===== config.mk =====
export PLATFORM = sky130hd
export DESIGN_NAME = swmm_cell
export DESIGN_NICKNAME = d
export VERILOG_FILES = /design/src/rtl/core/swmm_pkg.sv /design/src/rtl/core/swmm_cell.sv
export SDC_FILE = /design/constraint.sdc
export NUM_CORES = 1
export LEC_CHECK = 0
export BUFFER_PORTS_ARGS = -buffer_cell sky130_fd_sc_hd__buf_2
export CORE_ASPECT_RATIO = 1.25
export CORE_MARGIN = 5
export CORE_UTILIZATION = 40
export CTS_CLUSTER_SIZE = 24
export DETAILED_ROUTE_END_ITERATION = 16
export GPL_TIMING_DRIVEN = 0
export PLACE_DENSITY_LB_ADDON = 0.08
export SLEW_MARGIN = 20
export SYNTH_ARGS = -nofsm -noshare
export SYNTH_HDL_FRONTEND = slang
export SYNTH_SLANG_ARGS = --single-unit

===== constraint.sdc =====
create_clock -name clk -period 2.75 [get_ports clk]
set_input_delay 0.55 -clock clk [delete_from_list [all_inputs] [get_ports clk]]
set_output_delay 0.55 -clock clk [all_outputs]
set_load 0.005 [all_outputs]

===== src/rtl/core/swmm_pkg.sv =====
// Shared types and constants for the sliding-window minimum/maximum block.
// Used by every other .sv file here; depends on nothing else.
package swmm_pkg;

	localparam int DATA_W  = 32;
	localparam int WSIZE_W = 7;
	localparam int PDATA_W = 32;
	localparam int PADDR_W = 3;

	// Register index on the configuration port (byte address 4 * index).
	localparam logic REG_WINDOW_SIZE = 1'b0;

	// Running extremes that travel down the chain of cells.
	typedef struct packed {
		logic                     valid;
		logic signed [DATA_W-1:0] lo;
		logic signed [DATA_W-1:0] hi;
	} swmm_tok_t;

endpackage


===== src/rtl/core/swmm_cell.sv =====
// One cell of the sample chain: holds one history sample and folds it into
// the passing min/max word when its position lies inside the window.
// Depends on swmm_pkg.
module swmm_cell import swmm_pkg::*; #(
	parameter int CNT_W = 7,
	parameter int IDX   = 0
) (
	input  logic                     clk,
	input  logic                     arst_n,
	input  logic                     shift_en,
	input  logic signed [DATA_W-1:0] sample_in,
	output logic signed [DATA_W-1:0] sample_out,
	input  logic                     adv_en,
	input  logic [CNT_W-1:0]         win,
	input  swmm_tok_t                tok_in,
	output swmm_tok_t                tok_out
);

	logic signed [DATA_W-1:0] sample_q;
	logic                     tok_valid_q;
	logic signed [DATA_W-1:0] tok_lo_q;
	logic signed [DATA_W-1:0] tok_hi_q;
	logic                     fold;

	// Cells past the window length pass the word on unchanged.
	assign fold = win > CNT_W'(IDX);

	always_ff @(posedge clk) begin
		if (shift_en) begin
			sample_q <= sample_in;
		end
	end

	always_ff @(posedge clk or negedge arst_n) begin
		if (!arst_n) begin
			tok_valid_q <= 1'b0;
		end else if (adv_en) begin
			tok_valid_q <= tok_in.valid;
		end
	end

	always_ff @(posedge clk) begin
		if (adv_en) begin
			if (fold && sample_q < tok_in.lo) begin
				tok_lo_q <= sample_q;
			end else begin
				tok_lo_q <= tok_in.lo;
			end
			if (fold && sample_q > tok_in.hi) begin
				tok_hi_q <= sample_q;
			end else begin
				tok_hi_q <= tok_in.hi;
			end
		end
	end

	assign sample_out    = sample_q;
	assign tok_out.valid = tok_valid_q;
	assign tok_out.lo    = tok_lo_q;
	assign tok_out.hi    = tok_hi_q;

endmodule


==> results of run 1 <==
==> final cells by class <==
class | count | area (um2)
fillers | 1802 | 8060
well taps | 274 | 343
clock inverters | 7 | 61.3
clock buffers | 9 | 225
plain buffers | 101 | 694
repair buffers | 305 | 2000
flip-flops and latches | 97 | 2910
diodes | 2 | 5.00
multi-input cells | 690 | 6350
inverters | 63 | 236
==> per-layer routing <==
layer | GRT usage (%) | vias to the layer above
met2 | 42.9 | 544
met4 | 10.7 | 4
met3 | 4.59 | 105
met5 | 0 | -
li1 | - | 4443
met1 | 35.5 | 4762
==> report_power, final <==
group / leakage, nW / internal (W) / switching [W]
clock: 0.140 / 0.000634 / 0.000666
combinational: 4.04 / 0.00119 / 0.00129
sequential: 0.965 / 0.00187 / 0.0000992
==> how the worst max path moves through the flow <==
stage	from	end	slack, ns	cells past startpoint
3_5_place_dp	tok_in[63]	tok_lo_q[3]$_DFFE_PP_	-0.78	11
6_report	sample_out[26]$_DFFE_PP_	tok_hi_q[11]$_DFFE_PP_	-0.17	8
3_3_place_gp	tok_in[63]	tok_lo_q[3]$_DFFE_PP_	-0.75	11
2_1_floorplan	tok_in[63]	tok_lo_q[10]$_DFFE_PP_	0.002	10
5_1_grt	sample_out[14]$_DFFE_PP_	tok_hi_q[26]$_DFFE_PP_	-0.20	10
4_1_cts	sample_out[23]$_DFFE_PP_	tok_hi_q[2]$_DFFE_PP_	-0.07	7
==> Yosys cell counts, drive strengths merged (9+ instances only) <==
master	instances	share of area (%)
o2111ai	65	6.7
and3	31	2.3
a2bb2oi	32	3.3
nor4	33	2.4
nand2	117	5.2
nor3	36	2.1
buf	16	1.1
o221ai	31	3.2
a31oi	32	2.4
clkbuf	89	3.9
nand4b	32	3.3
a21oi	25	1.5
o21ai	11	0.65
ha	63	9.3
a22oi	33	2.9
nand2b	33	2.4
inv	63	2.8
a311oi	31	3.2
nand3b	31	2.7
nor2	9	0.40
edfxtp	96	34
==> flip-flops by register name (all words and copies together) (netlist names) <==
register / flops
tok_valid_q: 1
tok_lo_q: 32
sample_out: 32
tok_hi_q: 32
==> through the flow <==
stage / hold slack (ns) / worst slack [ns] / power, W / utilization [%]
6_report: 0.350 / -0.170 / 0.00575 / 61.4
5_1_grt: 0.341 / -0.201 / 0.00604 / 61.4
4_1_cts: 0.336 / -0.0742 / 0.00537 / 55.1
3_5_place_dp: 0.325 / -0.777 / 0.00375 / 47.4
3_3_place_gp: 0.325 / -0.749 / 0.00373 / 47.3
2_1_floorplan: 0.254 / 0.00232 / 0.00307 / -
==> kinds of logic (layout without fill, tap and decap cells) <==
family / Yosys count / in the layout
compound gates: 274 / 275
fa+ha+maj: 63 / 63
buf+inv: 168 / 485
flops: 97 / 97
mux: 1 / 1
other cells: 0 / 2
simple gates: 351 / 351
==> repair_timing <==
item / in CTS / in global routing
hold buffers: 1 / 0
setup buffers: 60 / 29
hold endpoints to repair: 1 / 0
cloned: 1 / 10
pin swaps: 18 / 47
endpoints found under the setup margin: 64 / 62
resized for setup: 168 / 193
==> impl_metrics.ini, run 1 <==
[clocking]
clock_sinks = 97
clk-insertion-delay-late_ns = 0.37
max-clock-path-buffers = 2
ctsRootBufferMaster = clkbuf_16
cts.reportedPaths.clkPinSlew_ns = 0.08
htreeDepth = 3
numCtsBuffers = 9
tritoncts = yes

[global_routing]
grt.overflow.total = 0
grt_util_all_layers_pct = 26.6
grt_first_pass_wirelength_um = 52000
pin_count_of_the_biggest_net_entering_global_routing = 43
grt_pass1_vias = 9333
antenna_found_initial = 3

[setup_path]
critical_path.n_buffers_inverters = 2
timing.critical_path.to_type = flip-flop
critPathSlowestCell = or4_4
path_max_fanout = 10
data_arrival_at_the_endpoint_of_the_critical_path_ns = 3.02
origin_of_the_critical_flop_to_flop_path = sample_out[26]$_DFFE_PP_
timing.critical_path.slowest_cell_delay_ns = 0.52
regToRegSetupSlack_ns = -0.17
launching_element_type_of_the_critical_path = flip-flop
number_of_cells_on_the_worst_reg_to_reg_path = 8
critical_path.cell_chain = buf_4 > ha_1 > nand4_1 > or4_4 > or3b_4 > clkbuf_16 > a31oi_4 > o2111ai_4
critical_path.top_delay_family = simple AND/OR/NAND/NOR gates
timing.critical_path.required_ns = 2.85
criticalPathCategory = reg2reg
worst_r2r_endpoint = tok_hi_q[11]$_DFFE_PP_

[route]
detailroute.wirelength.met2_um = 17300
routed_wire_length_per_instance_um = 23.2
drtPass1Iterations = 5
ant_nets = 0
avgViaCountPerCell = 6.37
route.detailed.drc = 0
maxUsedRoutingLayer = met5
met3_length_um = 2880
drt_wl_total_um = 36000
m1WireLength_um = 14500
routed-via-count = 9858
drt-initial-drc-count = 953

[synthesis]
synth-edff-count = 96
synth_top_family_by_area = compound AO/OA/AOI/OAI gates
synth_seq_cells = 97
ys.warnings.count = 0
yosys.area_share.adder_pct = 9.29
synth.avg_cell_area_um2 = 8.89
synth.distinct_cells = 45
postSynth.topFlopCell = edfxtp_1
synth_compound_gate_area_share_pct = 25.2
total_standard_cell_area_after_synthesis_um2 = 8480
synthesis.nets = 1125
async_flop_share_pct = 1.03
netlist_instances = 954
post_synth_and_or_nand_nor_area_fraction_pct = 23.2
ys_seq_area_share_pct = 34.3
synth-xor-area-share_pct = 0
synth.area.mux_share_pct = 0.133

[timing]
least_setup_slack_across_all_paths_after_layout_ns = -0.170
finalSetupTns_ns = -5.35
worst_slew_margin_rel_pct = 44.9
clock.fmax_mhz = 342
final_critical_path_required_period_ns = 2.92
finalSetupViolCount = 58
clock_skew_ns = 0.0169
timing.final.max_slew_violations = 0
transition_time_at_the_pin_with_the_least_slew_margin_ns = 0.827
rsz0062_at_grt = true
final-hold-violation-count = 0
finalCritPeriodShare_pct = 106

[min_path]
whs_path_depth = 1
min_path_type = in2reg
whs_endpoint = sample_out[14]$_DFFE_PP_
hp-start = sample_in[14]

[die]
rows = 59
initial_core_util_pct = 40.6
design.die.area_um2 = 24200
die_height_um = 173
die_boundary_width_um = 140
core-area_um2 = 20900
floorplan.io_pins = 205

[layout]
layoutNonFillerInstCount = 1548
synthToLayoutAreaGrowth_pct = 51.2
design_area_um2 = 12800
fraction_of_layout_cells_with_a_size_suffix_above_1_pct = 42.8
mostFrequentLayoutCells = buf_2, nand2_1, edfxtp_1
layout_commonest_cell = buf_2
num-nets-final = 1438

[placed_design]
routabilityCongestion = 0.883
port_buffers = 204
dpl-instance-area_um2 = 9910
dpl.hpwl_um = 23700
place.detailed.instances = 1433

[pwr]
power_per_cell_area_nw_per_um2 = 448
vdd.ir_drop.worst_mv = 0.342
cellLeakagePower_nw = 5.14

[outcome]
run_status = finished, violations left
violated_checks = setup timing

[flow_run]
max_cap_violations = 0
(Power assumes the default switching activity.)
==> run 2, diff against run 1 <==
--- a/config.mk
+++ b/config.mk
@@ -7,7 +7,6 @@
 export LEC_CHECK = 0
 export BUFFER_PORTS_ARGS = -buffer_cell sky130_fd_sc_hd__buf_2
 export CORE_ASPECT_RATIO = 1.25
-export CORE_MARGIN = 5
 export CORE_UTILIZATION = 40
 export CTS_CLUSTER_SIZE = 24
 export DETAILED_ROUTE_END_ITERATION = 16
==> constraint.sdc (replaced) <==
create_clock -name clk -period 2.75 [get_ports clk]
set_input_delay 0.4125 -clock clk [delete_from_list [all_inputs] [get_ports clk]]
set_output_delay 0.4125 -clock clk [all_outputs]
set_load 0.005 [all_outputs]
==> run 2 against run 1 <==
Setup slack got worse by 0.017 ns. Critical endpoint is now tok_hi_q[15]$_DFFE_PP_. Largest power group unchanged. Clock power rose by 7%. Register-to-register slack worse by 0.02 ns. The run still ends with setup timing left.
==> impl_metrics.ini, run 2 (synthesis results as in run 1) <==
[route]
avgViaCountPerCell = 6.39
drt-initial-drc-count = 899
routed-via-count = 9839
route.detailed.drc = 0
ant_nets = 0
drt_wl_total_um = 35100
drtPass1Iterations = 5
routed_wire_length_per_instance_um = 22.8

[pwr]
cellLeakagePower_nw = 5.08
power_per_cell_area_nw_per_um2 = 458
post-layout-total-power_w = 0.00579
vdd.ir_drop.worst_mv = 0.323

[clocking]
numCtsBuffers = 9
ctsRootBufferMaster = clkbuf_16
max-clock-path-buffers = 2
clock_sinks = 97
htreeDepth = 3
clk-insertion-delay-late_ns = 0.37
tritoncts = yes
cts.reportedPaths.clkPinSlew_ns = 0.08

[global_routing]
grt.overflow.total = 0
pin_count_of_the_biggest_net_entering_global_routing = 42
antenna_found_initial = 5
grt_pass1_vias = 9135
grt_first_pass_wirelength_um = 50900
grt_util_all_layers_pct = 30.2

[min_path]
whs_path_depth = 1
min_path_type = in2reg
whs_endpoint = sample_out[4]$_DFFE_PP_
hp-start = sample_in[4]

[die]
core-area_um2 = 20800
design.die.area_um2 = 21800
die_height_um = 165
floorplan.io_pins = 205
rows = 59
initial_core_util_pct = 40.8
die_boundary_width_um = 132

[timing]
final-hold-violation-count = 0
rsz0062_at_grt = true
finalCritPeriodShare_pct = 107
transition_time_at_the_pin_with_the_least_slew_margin_ns = 0.787
timing.final.max_slew_violations = 0
least_setup_slack_across_all_paths_after_layout_ns = -0.187
final_critical_path_required_period_ns = 2.94
finalSetupViolCount = 54
clock.fmax_mhz = 340
clock_skew_ns = 0.00984
worst_slew_margin_rel_pct = 47.5

[setup_path]
regToRegSetupSlack_ns = -0.19
data_arrival_at_the_endpoint_of_the_critical_path_ns = 3.13
path_max_fanout = 7
criticalPathCategory = reg2reg
number_of_cells_on_the_worst_reg_to_reg_path = 7
worst_r2r_endpoint = tok_hi_q[15]$_DFFE_PP_
timing.critical_path.required_ns = 2.94
origin_of_the_critical_flop_to_flop_path = sample_out[31]$_DFFE_PP_
launching_element_type_of_the_critical_path = flip-flop
timing.critical_path.to_type = flip-flop

[layout]
mostFrequentLayoutCells = buf_2, nand2_1, edfxtp_1
num-nets-final = 1429
fraction_of_layout_cells_with_a_size_suffix_above_1_pct = 41.1
layoutNonFillerInstCount = 1539
layout_commonest_cell = buf_2
synthToLayoutAreaGrowth_pct = 49.1

[outcome]
run_status = finished, violations left
violated_checks = setup timing

[placed_design]
place.detailed.instances = 1433
dpl.hpwl_um = 22800
port_buffers = 204
routabilityCongestion = 0.875

[flow_run]
max_cap_violations = 0
[run 2: changes by cell type in the layout (fill, tap and decap cells not counted), sizes merged]
cell,previous run,this run
clkinv,3,2
bufinv,0,1
a31o,2,1
clkbuf,89,87
buf,325,319
[run 2: critical path, stage by stage (launching register included)]
cell       delay [ns]
edfxtp_1         0.57
ha_4             0.36
nand4_4          0.10
or4_4            0.56
or3b_4           0.51
and2_4           0.27
clkbuf_16        0.19
o2111ai_4        0.20
[run 2: timing repair]
item	4_1_cts	5_1_grt
setup endpoints to repair	64	64
hold buffers	1	0
hold endpoints to repair	1	0
setup buffers	49	35
pin swaps	28	54
gates resized for setup	186	159
gates cloned	1	7
[run 2: routing by layer]
| layer | vias to the layer above | global-route usage [%] | part of all wire [%] |
|---|---|---|---|
| met5 | - | 0 | 0.068 |
| met4 | 4 | 15.7 | 4.4 |
| met3 | 104 | 5.31 | 8.9 |
| met2 | 583 | 48.9 | 47 |
| met1 | 4727 | 38.7 | 40 |
| li1 | 4421 | - | - |
[run 2: metrics by stage]
stage / setup slack [ns] / hold slack [ns] / TNS [ns] / util [%] / instance area, um2
global placement: -0.621 / 0.187 / -33.12 / 47.3 / 9850
detailed placement: -0.630 / 0.188 / -33.50 / 47.4 / 9880
CTS: -0.0806 / 0.211 / -1.63 / 54.9 / 11400
global route: -0.239 / 0.212 / -10.50 / 60.7 / 12600
floorplan: 0.0319 / 0.117 / 0 / - / 8480
finish: -0.187 / 0.214 / -5.09 / 60.7 / 12600
[run 2: worst max-delay path by stage]
stage / endpoint / start / depth (start not counted)
floorplan: tok_hi_q[10]$_DFFE_PP_ / sample_out[31]$_DFFE_PP_ / 8
global placement: tok_lo_q[3]$_DFFE_PP_ / sample_out[31]$_DFFE_PP_ / 9
finish: tok_hi_q[15]$_DFFE_PP_ / sample_out[31]$_DFFE_PP_ / 7
CTS: tok_hi_q[15]$_DFFE_PP_ / sample_out[21]$_DFFE_PP_ / 7
detailed placement: tok_lo_q[19]$_DFFE_PP_ / sample_out[31]$_DFFE_PP_ / 9
global route: tok_hi_q[16]$_DFFE_PP_ / sample_out[27]$_DFFE_PP_ / 7
[run 2: layout make-up]
class	instances	area, um2
timing repair buffer	298	1920
antenna	2	5.00
tap	274	343
clock buffer	9	225
inverter	63	236
buffer	100	701
sequential	97	2910
clock inverter	7	86.3
fill	1831	8170
multi-input combinational	689	6220
[run 2: report_power, final]
part	total [W]	internal, W	switching (W)
Sequential	0.00198	0.00187	0.000107
Clock	0.00139	0.000727	0.000665
Combinational	0.00242	0.00115	0.00127
Total	0.00579	0.00374	0.00204
